==> config.mk <==
export PLATFORM = sky130hd
export DESIGN_NAME = timer_priority_queue_top
export DESIGN_NICKNAME = d
export VERILOG_FILES = /design/src/tpq_pkg.sv /design/src/tpq_datapath.sv /design/src/tpq_ctrl.sv /design/src/timer_priority_queue_top.sv
export SDC_FILE = /design/constraint.sdc
export NUM_CORES = 2
export LEC_CHECK = 0
export BUFFER_PORTS_ARGS = -buffer_cell sky130_fd_sc_hd__buf_4
export CORE_AREA = 10 10 580 582
export CTS_CLUSTER_DIAMETER = 30
export DETAILED_ROUTE_END_ITERATION = 8
export DIE_AREA = 0 0 590 592
export GPL_TIMING_DRIVEN = 1
export HOLD_SLACK_MARGIN = 0.03
export PLACE_DENSITY = 0.75
export SLEW_MARGIN = 15
export SYNTH_ARGS = -nofsm -noshare
export SYNTH_HDL_FRONTEND = slang
export SYNTH_SLANG_ARGS = --single-unit
export TNS_END_PERCENT = 20
==> constraint.sdc <==
create_clock -name clock -period 16.6 [get_ports clock]
set_input_delay 2.49 -clock clock [delete_from_list [all_inputs] [get_ports clock]]
set_output_delay 2.49 -clock clock [all_outputs]
set_load 0.005 [all_outputs]
==> src/tpq_pkg.sv <==
// Shared types and constants of the timer priority queue.
package tpq_pkg;

   localparam int TIME_W = 63;
   localparam int PER_W  = 40;
   localparam int SLOT_W = 5;
   localparam int GEN_W  = 16;

   localparam logic [TIME_W-1:0] TIME_MAX = {TIME_W{1'b1}};

   // Request command codes.
   typedef enum logic [1:0] {
      CMD_ADD    = 2'd0,
      CMD_CANCEL = 2'd1,
      CMD_TICK   = 2'd2,
      CMD_NONE   = 2'd3
   } cmd_type;

   // Result kinds.
   typedef enum logic [1:0] {
      KIND_ADD     = 2'd0,
      KIND_EXPIRED = 2'd1,
      KIND_CANCEL  = 2'd2,
      KIND_FIN     = 2'd3
   } kind_type;

   // What the slot scan looks for.
   typedef enum logic [1:0] {
      SCAN_PLAIN,
      SCAN_NEXT,
      SCAN_DUE
   } scan_mode_type;

   typedef enum logic [3:0] {
      S_IDLE,
      S_ADD_SCAN,
      S_ADD_FIN,
      S_CAN_DO,
      S_CAN_SCAN,
      S_CAN_FIN,
      S_TNEXT_SCAN,
      S_TPREP,
      S_TDUE_SCAN,
      S_TPICK
   } state_type;

   // Commands from the controller to the datapath.
   typedef struct packed {
      logic          latch;
      logic          scan_clear;
      logic          scan_step;
      scan_mode_type scan_mode;
      logic          cancel_do;
      logic          pick_update;
      logic          tick_save;
      logic          emit;
      kind_type      emit_kind;
   } dp_cmd_type;

   // Status from the datapath to the controller.
   typedef struct packed {
      logic scan_last;
      logic any;
   } dp_status_type;

endpackage

==> src/tpq_datapath.sv <==
// Slot stores, scan unit and result registers of the timer priority queue.
module tpq_datapath #(
   parameter int CAPACITY = 32
) (
   input  logic                        clock,
   input  logic                        reset,
   input  logic [1:0]                  req_cmd,
   input  logic [tpq_pkg::TIME_W-1:0]  req_time_value,
   input  logic [tpq_pkg::PER_W-1:0]   req_repeat_interval,
   input  logic [tpq_pkg::SLOT_W-1:0]  req_handle_slot,
   input  logic [tpq_pkg::GEN_W-1:0]   req_handle_generation,
   input  tpq_pkg::dp_cmd_type         dp_cmd,
   output tpq_pkg::dp_status_type      dp_status,
   output logic                        rsp_valid,
   output logic [1:0]                  rsp_result_kind,
   output logic [tpq_pkg::SLOT_W-1:0]  rsp_out_slot,
   output logic [tpq_pkg::GEN_W-1:0]   rsp_out_generation,
   output logic                        rsp_success,
   output logic                        rsp_became_earliest,
   output logic [tpq_pkg::TIME_W-1:0]  rsp_next_expiry,
   output logic                        rsp_next_valid,
   output logic                        rsp_last
);

   localparam int IW = $clog2(CAPACITY);
   localparam int TW = tpq_pkg::TIME_W;
   localparam int PW = tpq_pkg::PER_W;
   localparam int GW = tpq_pkg::GEN_W;
   localparam int SW = tpq_pkg::SLOT_W;

   // Slot stores.
   logic [CAPACITY-1:0] live_ff, picked_ff;
   logic [GW-1:0]       gen_ff [CAPACITY];
   logic [TW-1:0]       exp_ff [CAPACITY];
   logic [PW-1:0]       per_ff [CAPACITY];

   // Latched request.
   tpq_pkg::cmd_type cmd_ff;
   logic [TW-1:0]    tv_ff;
   logic [PW-1:0]    ri_ff;
   logic [SW-1:0]    hs_ff;
   logic [GW-1:0]    hg_ff;

   // Scan state.
   logic [IW-1:0] idx_ff, best_slot_ff;
   logic          any_ff, ok_ff, nv_ff;
   logic [TW-1:0] best_ff, nxt_ff;
   logic [PW-1:0] best_per_ff;

   function automatic logic [TW-1:0] sat_add(input logic [TW-1:0] a, input logic [PW-1:0] b);
      logic [TW:0] sum;
      sum = {1'b0, a} + (TW+1)'(b);
      return sum[TW] ? tpq_pkg::TIME_MAX : sum[TW-1:0];
   endfunction

   logic          rd_live, rd_pick, due_i, cand, better, found, hs_ok, hit, early;
   logic [TW-1:0] rd_exp, val, add_next, resched;
   logic [PW-1:0] rd_per;
   logic [IW-1:0] free_idx, hs_idx, gen_addr;
   logic [GW-1:0] gen_rd;

   // Read at the scan index and qualify the candidate.
   always_comb begin
      rd_live = live_ff[idx_ff];
      rd_pick = picked_ff[idx_ff];
      rd_exp  = exp_ff[idx_ff];
      rd_per  = per_ff[idx_ff];
      due_i   = rd_live && (rd_exp <= tv_ff);
      unique case (dp_cmd.scan_mode)
         tpq_pkg::SCAN_NEXT: begin
            cand = rd_live && !(due_i && (rd_per == '0));
            val  = due_i ? sat_add(tv_ff, rd_per) : rd_exp;
         end
         tpq_pkg::SCAN_DUE: begin
            cand = due_i && !rd_pick;
            val  = rd_exp;
         end
         default: begin
            cand = rd_live;
            val  = rd_exp;
         end
      endcase
      better = cand && (!any_ff || (val < best_ff));
   end

   // Lowest free slot.
   always_comb begin
      found    = 1'b0;
      free_idx = '0;
      for (int i = CAPACITY - 1; i >= 0; i--) begin
         if (!live_ff[i]) begin
            found    = 1'b1;
            free_idx = IW'(i);
         end
      end
   end

   // Cancel match, generation read and add summary.
   always_comb begin
      hs_idx = IW'(hs_ff);
      hs_ok  = (32'(hs_ff) < CAPACITY);
      case (cmd_ff)
         tpq_pkg::CMD_ADD:    gen_addr = free_idx;
         tpq_pkg::CMD_CANCEL: gen_addr = hs_idx;
         default:             gen_addr = best_slot_ff;
      endcase
      gen_rd   = gen_ff[gen_addr];
      hit      = hs_ok && live_ff[hs_idx] && (gen_rd == hg_ff);
      early    = found && (!any_ff || (tv_ff < best_ff));
      if (any_ff) begin
         add_next = early ? tv_ff : best_ff;
      end else begin
         add_next = found ? tv_ff : '0;
      end
      resched  = sat_add(tv_ff, best_per_ff);
   end

   assign dp_status.scan_last = (idx_ff == IW'(CAPACITY - 1));
   assign dp_status.any       = any_ff;

   // Control state and valid bits.
   always_ff @(posedge clock) begin
      if (reset) begin
         live_ff   <= '0;
         picked_ff <= '0;
         rsp_valid <= 1'b0;
         idx_ff    <= '0;
         any_ff    <= 1'b0;
         for (int i = 0; i < CAPACITY; i++) begin
            gen_ff[i] <= '0;
         end
      end else begin
         rsp_valid <= dp_cmd.emit;
         if (dp_cmd.latch) begin
            picked_ff <= '0;
         end
         if (dp_cmd.scan_clear) begin
            idx_ff <= '0;
            any_ff <= 1'b0;
         end else if (dp_cmd.scan_step) begin
            idx_ff <= dp_status.scan_last ? '0 : idx_ff + 1'b1;
            if (better) begin
               any_ff <= 1'b1;
            end
         end
         if (dp_cmd.cancel_do && hit) begin
            live_ff[hs_idx] <= 1'b0;
         end
         if (dp_cmd.pick_update) begin
            picked_ff[best_slot_ff] <= 1'b1;
            if (best_per_ff == '0) begin
               live_ff[best_slot_ff] <= 1'b0;
            end
         end
         if (dp_cmd.emit && (dp_cmd.emit_kind == tpq_pkg::KIND_ADD) && found) begin
            live_ff[free_idx] <= 1'b1;
            gen_ff[free_idx]  <= gen_rd + 1'b1;
         end
      end
   end

   // Payload registers.
   always_ff @(posedge clock) begin
      if (dp_cmd.latch) begin
         cmd_ff <= tpq_pkg::cmd_type'(req_cmd);
         tv_ff  <= req_time_value;
         ri_ff  <= req_repeat_interval;
         hs_ff  <= req_handle_slot;
         hg_ff  <= req_handle_generation;
      end
      if (dp_cmd.scan_step && better) begin
         best_ff      <= val;
         best_slot_ff <= idx_ff;
         best_per_ff  <= rd_per;
      end
      if (dp_cmd.cancel_do) begin
         ok_ff <= hit;
      end
      if (dp_cmd.tick_save) begin
         nxt_ff <= any_ff ? best_ff : '0;
         nv_ff  <= any_ff;
      end
      if (dp_cmd.pick_update && (best_per_ff != '0)) begin
         exp_ff[best_slot_ff] <= resched;
      end
      if (dp_cmd.emit && (dp_cmd.emit_kind == tpq_pkg::KIND_ADD) && found) begin
         exp_ff[free_idx] <= tv_ff;
         per_ff[free_idx] <= ri_ff;
      end
      // Result fields by kind.
      if (dp_cmd.emit) begin
         rsp_result_kind     <= dp_cmd.emit_kind;
         rsp_became_earliest <= 1'b0;
         rsp_out_slot        <= '0;
         rsp_out_generation  <= '0;
         rsp_success         <= 1'b1;
         rsp_last            <= 1'b1;
         rsp_next_expiry     <= nxt_ff;
         rsp_next_valid      <= nv_ff;
         unique case (dp_cmd.emit_kind)
            tpq_pkg::KIND_ADD: begin
               rsp_out_slot        <= found ? SW'(free_idx) : '0;
               rsp_out_generation  <= found ? gen_rd + 1'b1 : '0;
               rsp_success         <= found;
               rsp_became_earliest <= early;
               rsp_next_expiry     <= add_next;
               rsp_next_valid      <= any_ff || found;
            end
            tpq_pkg::KIND_EXPIRED: begin
               rsp_out_slot       <= SW'(best_slot_ff);
               rsp_out_generation <= gen_rd;
               rsp_last           <= 1'b0;
            end
            tpq_pkg::KIND_CANCEL: begin
               rsp_success     <= ok_ff;
               rsp_next_expiry <= any_ff ? best_ff : '0;
               rsp_next_valid  <= any_ff;
            end
            default: begin
            end
         endcase
      end
   end

endmodule

==> src/tpq_ctrl.sv <==
// Controller state machine of the timer priority queue.
module tpq_ctrl (
   input  logic                   clock,
   input  logic                   reset,
   input  logic                   start,
   input  logic [1:0]             req_cmd,
   input  tpq_pkg::dp_status_type dp_status,
   output tpq_pkg::dp_cmd_type    dp_cmd,
   output logic                   busy
);

   tpq_pkg::state_type state_ff, state_in;

   // State register.
   always_ff @(posedge clock) begin
      if (reset) begin
         state_ff <= tpq_pkg::S_IDLE;
      end else begin
         state_ff <= state_in;
      end
   end

   // Next state and datapath commands.
   always_comb begin
      state_in  = state_ff;
      dp_cmd    = '0;
      dp_cmd.scan_mode = tpq_pkg::SCAN_PLAIN;
      dp_cmd.emit_kind = tpq_pkg::KIND_FIN;
      busy      = (state_ff != tpq_pkg::S_IDLE);
      unique case (state_ff)
         tpq_pkg::S_IDLE: begin
            if (start) begin
               dp_cmd.latch      = 1'b1;
               dp_cmd.scan_clear = 1'b1;
               unique case (tpq_pkg::cmd_type'(req_cmd))
                  tpq_pkg::CMD_ADD:    state_in = tpq_pkg::S_ADD_SCAN;
                  tpq_pkg::CMD_CANCEL: state_in = tpq_pkg::S_CAN_DO;
                  tpq_pkg::CMD_TICK:   state_in = tpq_pkg::S_TNEXT_SCAN;
                  default:             state_in = tpq_pkg::S_IDLE;
               endcase
            end
         end
         tpq_pkg::S_ADD_SCAN: begin
            dp_cmd.scan_step = 1'b1;
            if (dp_status.scan_last) state_in = tpq_pkg::S_ADD_FIN;
         end
         tpq_pkg::S_ADD_FIN: begin
            dp_cmd.emit      = 1'b1;
            dp_cmd.emit_kind = tpq_pkg::KIND_ADD;
            state_in         = tpq_pkg::S_IDLE;
         end
         tpq_pkg::S_CAN_DO: begin
            dp_cmd.cancel_do = 1'b1;
            state_in         = tpq_pkg::S_CAN_SCAN;
         end
         tpq_pkg::S_CAN_SCAN: begin
            dp_cmd.scan_step = 1'b1;
            if (dp_status.scan_last) state_in = tpq_pkg::S_CAN_FIN;
         end
         tpq_pkg::S_CAN_FIN: begin
            dp_cmd.emit      = 1'b1;
            dp_cmd.emit_kind = tpq_pkg::KIND_CANCEL;
            state_in         = tpq_pkg::S_IDLE;
         end
         tpq_pkg::S_TNEXT_SCAN: begin
            dp_cmd.scan_step = 1'b1;
            dp_cmd.scan_mode = tpq_pkg::SCAN_NEXT;
            if (dp_status.scan_last) state_in = tpq_pkg::S_TPREP;
         end
         tpq_pkg::S_TPREP: begin
            dp_cmd.tick_save  = 1'b1;
            dp_cmd.scan_clear = 1'b1;
            state_in          = tpq_pkg::S_TDUE_SCAN;
         end
         tpq_pkg::S_TDUE_SCAN: begin
            dp_cmd.scan_step = 1'b1;
            dp_cmd.scan_mode = tpq_pkg::SCAN_DUE;
            if (dp_status.scan_last) state_in = tpq_pkg::S_TPICK;
         end
         tpq_pkg::S_TPICK: begin
            dp_cmd.emit = 1'b1;
            if (dp_status.any) begin
               dp_cmd.emit_kind   = tpq_pkg::KIND_EXPIRED;
               dp_cmd.pick_update = 1'b1;
               dp_cmd.scan_clear  = 1'b1;
               state_in           = tpq_pkg::S_TDUE_SCAN;
            end else begin
               state_in = tpq_pkg::S_IDLE;
            end
         end
         default: state_in = tpq_pkg::S_IDLE;
      endcase
   end

endmodule

==> src/timer_priority_queue_top.sv <==
// Top level of the timer priority queue.
//
// A request is taken at a rising edge with start high and busy low; busy
// stays high until the cycle that shows the last result of that request.
// Results appear for one cycle each with rsp_valid high; rsp_last marks the
// final one. The receiver cannot stall, so every result is taken as shown.
// An add or a cancel scans every slot once for the earliest expiry and
// then answers with a single result.
// A tick first scans all slots for the expiry left after rescheduling,
// then runs one selection scan over all slots per due timer, plus a final
// scan that finds none and ends the tick; each scan reads a single slot
// at a time.
// Command code 3 is taken and dropped with no result.
// Reset clears all slots and generation tags at once; the block is ready
// in the cycle after reset falls.
module timer_priority_queue_top #(
   parameter int CAPACITY = 32
) (
   input  logic                       clock,
   input  logic                       reset,
   input  logic                       start,
   output logic                       busy,
   input  logic [1:0]                 req_cmd,
   input  logic [tpq_pkg::TIME_W-1:0] req_time_value,
   input  logic [tpq_pkg::PER_W-1:0]  req_repeat_interval,
   input  logic [tpq_pkg::SLOT_W-1:0] req_handle_slot,
   input  logic [tpq_pkg::GEN_W-1:0]  req_handle_generation,
   output logic                       rsp_valid,
   output logic [1:0]                 rsp_result_kind,
   output logic [tpq_pkg::SLOT_W-1:0] rsp_out_slot,
   output logic [tpq_pkg::GEN_W-1:0]  rsp_out_generation,
   output logic                       rsp_success,
   output logic                       rsp_became_earliest,
   output logic [tpq_pkg::TIME_W-1:0] rsp_next_expiry,
   output logic                       rsp_next_valid,
   output logic                       rsp_last
);

   tpq_pkg::dp_cmd_type    dp_cmd;
   tpq_pkg::dp_status_type dp_status;

   tpq_ctrl u_ctrl (
      .clock     (clock),
      .reset     (reset),
      .start     (start),
      .req_cmd   (req_cmd),
      .dp_status (dp_status),
      .dp_cmd    (dp_cmd),
      .busy      (busy)
   );

   tpq_datapath #(.CAPACITY(CAPACITY)) u_datapath (
      .clock                 (clock),
      .reset                 (reset),
      .req_cmd               (req_cmd),
      .req_time_value        (req_time_value),
      .req_repeat_interval   (req_repeat_interval),
      .req_handle_slot       (req_handle_slot),
      .req_handle_generation (req_handle_generation),
      .dp_cmd                (dp_cmd),
      .dp_status             (dp_status),
      .rsp_valid             (rsp_valid),
      .rsp_result_kind       (rsp_result_kind),
      .rsp_out_slot          (rsp_out_slot),
      .rsp_out_generation    (rsp_out_generation),
      .rsp_success           (rsp_success),
      .rsp_became_earliest   (rsp_became_earliest),
      .rsp_next_expiry       (rsp_next_expiry),
      .rsp_next_valid        (rsp_next_valid),
      .rsp_last              (rsp_last)
   );

   // A result only follows a cycle in which a request was in progress.
   a_rsp_in_request: assert property (@(posedge clock) disable iff (reset)
      rsp_valid |-> $past(busy))
      else $error("result shown with no request in progress");

   // The last result of a request frees the block.
   a_last_frees: assert property (@(posedge clock) disable iff (reset)
      (rsp_valid && rsp_last) |-> !busy)
      else $error("block still busy after the last result");

   // An unknown command is dropped without a result.
   a_unknown_dropped: assert property (@(posedge clock) disable iff (reset)
      (start && !busy && (req_cmd == 2'd3)) |=> (!busy && !rsp_valid))
      else $error("unknown command caused activity");

endmodule

; After elaboration in Yosys (flattened, before gate mapping)
; Memory sizes are Yosys's and may differ from the RTL's. A register that Yosys moved wholly into a read port is not among the register bits.
; Cells that the tools add are included.
[word_totals]
memories = 3
ram_bits = 3808
out_inout_bits = 92
reg_bits = 464
wordCells = 247
in_bits = 129
[op_classes]
n_reduce_logical = 35
eq_ne = 23
n_bitwise = 6
add_sub_neg = 4
mux = 141
magnitude_cmp = 10
[memory_table]
columns = memory, words, width, rd, rd_clocked_by_memory_dff, wr, line
row1 = u_datapath.exp_ff, 32, 63, 1, 1, 1, tpq_datapath.sv:34  ; logic [TW-1:0] exp_ff [CAPACITY];
row2 = u_datapath.per_ff, 32, 40, 1, 1, 1, tpq_datapath.sv:35  ; logic [PW-1:0] per_ff [CAPACITY];
row3 = u_datapath.gen_ff, 32, 16, 1, 0, 32, tpq_datapath.sv:33  ; logic [GW-1:0] gen_ff [CAPACITY];
[op_table]
columns = op, count
row1 = $mux 63, 9
row2 = $mux 32, 9
row3 = $mux 5, 40
row4 = $add 63x40->64, 2
row5 = $lt 63x63->1, 2
row6 = $pmux 63 s2, 1
row7 = $logic_not 40->1, 2
row8 = $and 32x32->32, 2
row9 = $not 32->32, 2
row10 = $or 32x32->32, 2
row11 = $le 63x63->1, 1
row12 = $reduce_or 63->1, 1
row13 = $mux 1, 55
row14 = $reduce_bool 40->1, 1
row15 = $mux 16, 2
row16 = $pmux 16 s2, 1
row17 = $pmux 4 s8, 1
row18 = $lt 5x6->1 const B, 4
row19 = $mux 4, 6
row20 = $pmux 5 s2, 2
row21 = $pmux 3 s3, 2
row22 = $add 16x1->16 const B, 1
row23 = $eq 16x16->1, 1
row24 = $eq 4x3->1 const B, 4
row25 = 27 further kinds, 66

; Logic depth before layout (Yosys ltp)
; An unclocked memory read counts as a cell.
[depth]
depth_word = 45
ltp_mapped = 40
ltp_nobuf = 35

; By module
; Synthesis repeated with hierarchy kept, for this count alone.
[hier_totals]
hier_cells = 14960
area_unflattened_um2 = 201971.2
[modules_own_cells]
columns = module, area_each_um2, seq_area_each_um2, cells_per_inst, n_inst
row1 = tpq_datapath, 201462.0, 127552.3, 14886, 1
row2 = tpq_ctrl, 509.2, 80.1, 74, 1

; Worst setup path after synthesis
; No wires, ideal clock.
[synth_timing]
kind = register to register
start = register with a tool-made name
end = register u_datapath.best_ff[0], enable pin
n_path_buf = 9
required_time_ns = 15.871
slack_ns = -0.997
setup_time_ns = 0.729
period_less_slack_ns = 17.597
t_arrival_ns = 16.868
stages_incl_launch_ff = 39
cell_sequence = dfxtp_1 -> clkbuf_1 -> clkbuf_1 -> buf_2 -> clkbuf_1 -> clkbuf_1 -> buf_2 -> buf_1 -> mux4_2 -> mux4_2 -> mux2_2 -> ha_1 -> and4_1 -> nand3_1 -> or4_1 -> or4_1 -> or2_2 -> nor4_1 -> [... 3 more ...] -> a21oi_1 -> clkbuf_1 -> a2bb2oi_1 -> ha_1 -> a21o_1 -> a21o_1 -> a21oi_1 -> nor2b_1 -> o21ai_0 -> nand2b_1 -> a21oi_1 -> nor2b_1 -> o21ai_0 -> nand2_1 -> a21o_1 -> a211oi_1 -> o21ai_0 -> nor3b_1
[synth_lines]
columns = element, line
row1 = to (signal assigned), tpq_datapath.sv:172  ; best_ff <= val;
row2 = to (decl), tpq_datapath.sv:47  ; logic [TW-1:0] best_ff, nxt_ff;

==> summary.txt <==
Floorplan
  • Row count: roughly 210
  • Die area: ~350,000 sq um
  • Die H: 592 um
  • Die width: 590 um
  • Core area: approximately 320,000 sq um
  • IO Pins: about 220
  • Starting Density: approximately 55%

STA
  • Setup total negative slack: 0 ns
  • RSZ-0062 raised after global routing: no
  • Final setup violation count: 0
  • Fin. Hold Viols: 0
  • Slew headroom: 14.3%
  • Final WS setup: 4.19 ns
  • Final Critical Period: roughly 12 ns
  • Slew @ Worst Pin: ~1.3 ns
  • Skew final: 0.0896 ns
  • Fmax: around 81 MHz
  • Tcrit/Tclk final: around three quarters
  • Final Max Tran Viols: 0

Synth
  • YS warnings: 0
  • Largest family of logic cells by synthesized area: multiplexers
  • Synth Area in Simple Gates: 4.60%
  • Post-Syn Area: 178,000 sq um
  • Synth top cells by count: 4,197 x edfxtp_1, 1,064 x mux4_2, 804 x nor2_1, 502 x nand2_1, 342 x clkbuf_1
  • Compound-Gate Fraction of Synth Area: 4.10%
  • Share of the synthesized area in the top cell type: between 70% and 80%
  • Ranking of synthesized cells by area: edfxtp_1 71%, mux4_2 13%, ha_1 2.0%, nor2_1 1.7%, nand2_1 1.1%
  • Top FF cell, synth: edfxtp_1
  • Number of synthesized flops with an enable pin: around 4,200
  • Syn Inst Count: approximately 9,600
  • Synth area leader: edfxtp_1
  • Post-Synth Adder-Cell Area: between 1.5 and 2%
  • XOR/XNOR share of the synthesized area: 0.585%
  • Mapped Nets: between 10,000 and 15,000
  • Sequential area share after synthesis: between 70% and 80%
  • Synth unique cells: 96
  • Async set or reset register ratio after synthesis: 0%
  • Most frequent cell after synthesis: edfxtp_1
  • Mux contribution to synthesized area: about 15%
  • FF+latch count, synth: between 4,000 and 5,000
  • Mapped Avg Cell Area: roughly 18 sq um

Placement
  • Dpl hpwl: ~300,000 um
  • IO buf count: 220
  • Final GP Congestion: about 0.95
  • DP Area: approximately 190,000 sq um
  • Post-Place Setup Slack: slightly below 5 ns

Critical path
  • Most frequent cell on the critical path: a21oi_1
  • Startpoint Class: flip-flop
  • CP max-delay cell: a2111oi_1
  • WP data required: around 17 ns
  • CP Max Fanout: 66
  • Critical Path Sink Type: flip-flop
  • Critical path type: reg -> reg
  • Max stage delay on crit path: roughly 1 ns
  • Crit path arrival time: around 13 ns

Detailed routing
  • Wire per inst: 36.5 um
  • Post-route ant nets: 0
  • Via count: 105,000
  • Drt pass-1 iters: 7
  • DRC viols: 0
  • Routed vias/inst: 6.88
  • Total wire length: 560,000 um
  • DR iter-0 viols: 16,900

Power
  • Worst VDD drop: roughly 0.12 mV
  • Leakage power: about 70 nW
  • Overall Power: 31.4 mW
  • PD cells: 148 nW/um^2

CTS
  • Clk Tree Root Cell: clkbuf_16
  • Post-CTS Setup Inserts: 0
  • CTS sink count: 4,277
  • Cts hold-fix bufs: 0
  • Clock Tree Buf Depth: 4
  • Post-CTS Resized: 0
  • Reg clk slew, reported paths: roughly 0.05 ns
  • CTS HTree Levels: 6
  • CTS tree: built
  • CTS Buf Count: slightly above 700
  • Clock Latency Late Sink: approximately 1.1 ns

Cells and area
  • Nets: 10,800
  • Area delta synth->final: 19.1%
  • Layout cell share with drive strength beyond 1: between 20 and 30%
  • Final Cell Area: 212,000 sq um

Flow run
  • Max-cap violations: 0

GRT
  • GRT overflow: 0
  • Largest net degree at the start of global routing: about 130
  • First-pass GRT wire length: between 700,000 and 800,000 um
  • Antenna violations before repair: 19
  • Gr usage total: about a third
  • Vias in the first global route: 106,000

Hold path
  • Worst Hold Class: reg -> reg

Outcome
  • Outcome: finished, final reports clean
## worst max-delay path, delay by kind of cell, from the launching register on
kind | cells | cell delay, ns
compound gates | 15 | 4.47
simple gates | 11 | 2.32
buf+inv | 3 | 2.07
mux | 3 | 1.23
flops | 1 | 0.98
fa+ha+maj | 2 | 0.67
## cell usage in the layout (no fill, tap or decap), types with 69 or more instances in the layout
cell type / Yosys / final
mux4_2: 1064 / 1064
clkinv_2: 0 / 77
inv_6: 0 / 81
mux2_2: 118 / 118
a21o_1: 103 / 103
nand2_1: 502 / 500
mux2i_1: 165 / 164
ha_1: 277 / 277
nor2_4: 0 / 69
bufinv_16: 0 / 100
clkinv_1: 1 / 72
a21oi_1: 215 / 211
edfxtp_1: 4197 / 4197
nand3_1: 131 / 131
buf_4: 15 / 498
nor2_1: 804 / 734
inv_1: 198 / 194
clkinvlp_4: 0 / 95
o21ai_0: 221 / 183
clkbuf_16: 0 / 732
dfxtp_1: 80 / 75
## kinds of logic (layout without fill, tap and decap cells)
logic type      count (synthesis)  in the layout
other cells                     0              4
xor+xnor                      117            117
compound gates               1055           1055
fa+ha+maj                     279            279
buf+inv                       722           2072
mux                          1350           1350
flops                        4277           4277
simple gates                 1843           1843
## layer usage
layer | share of wire [%] | vias up | global-route usage, % | wire length [um]
met1 | 34 | 53700 | 40.8 | 189000
li1 | - | 40800 | - | -
met3 | 13 | 1843 | 8.41 | 73300
met5 | 0.028 | - | 0 | 154
met2 | 46 | 9090 | 48.2 | 256000
met4 | 7.3 | 24 | 18.5 | 40800
## final cells by class
class	count	area [sq um]
sequential	4277	128000
fill	20500	112000
multi-input combinational	4644	47800
clock buffer	787	18500
clock inverter	567	7200
tap	4325	5410
timing repair buffer	518	4110
inverter	200	761
antenna	4	10.0
## path summary, 6_finish.rpt
| check | from | end | slack [ns] | cells past startpoint |
|---|---|---|---|---|
| max reg2reg | flip-flop | u_datapath.best_ff[47] | 4.19 | 34 |
| min | u_datapath.picked_ff[28] | u_datapath.picked_ff[28] | 0.46 | 1 |
| min reg2reg | u_datapath.picked_ff[28] | u_datapath.picked_ff[28] | 0.46 | 1 |
| max | flip-flop | u_datapath.best_ff[47] | 4.19 | 34 |
## through the flow
step                std cells  hold WS [ns]  util (%)
finish                  15300         0.462      65.3
global route            15300         0.479      65.3
CTS                     15300         0.464      65.3
detailed placement      14000         0.454      57.3
global placement        14000         0.443      57.3
floorplan                9643         0.406         -
## power by group
group / switching [mW] / internal (mW) / total [mW]
logic: 2.06 / 1.07 / 3.13
clock network: 5.75 / 9.81 / 15.6
registers: 0.240 / 12.5 / 12.7
## state kept, by name, summed over array words and instances (netlist names), 2 cells and up, named ones only
name	flops
u_datapath.exp_ff	2016
u_datapath.per_ff	1280
u_datapath.gen_ff	512
u_datapath.best_ff	63
u_datapath.nxt_ff	63
u_datapath.rsp_next_expiry	63
u_datapath.tv_ff	63
u_datapath.best_per_ff	40
u_datapath.ri_ff	40
u_datapath.live_ff	32
u_datapath.picked_ff	32
u_datapath.hg_ff	16
u_datapath.rsp_out_generation	16
u_datapath.best_slot_ff	5
u_datapath.hs_ff	5
u_datapath.idx_ff	5
u_datapath.rsp_out_slot	5
u_ctrl.state_ff	4
u_datapath.cmd_ff	2
u_datapath.rsp_result_kind	2
(Power assumes the default switching activity.)
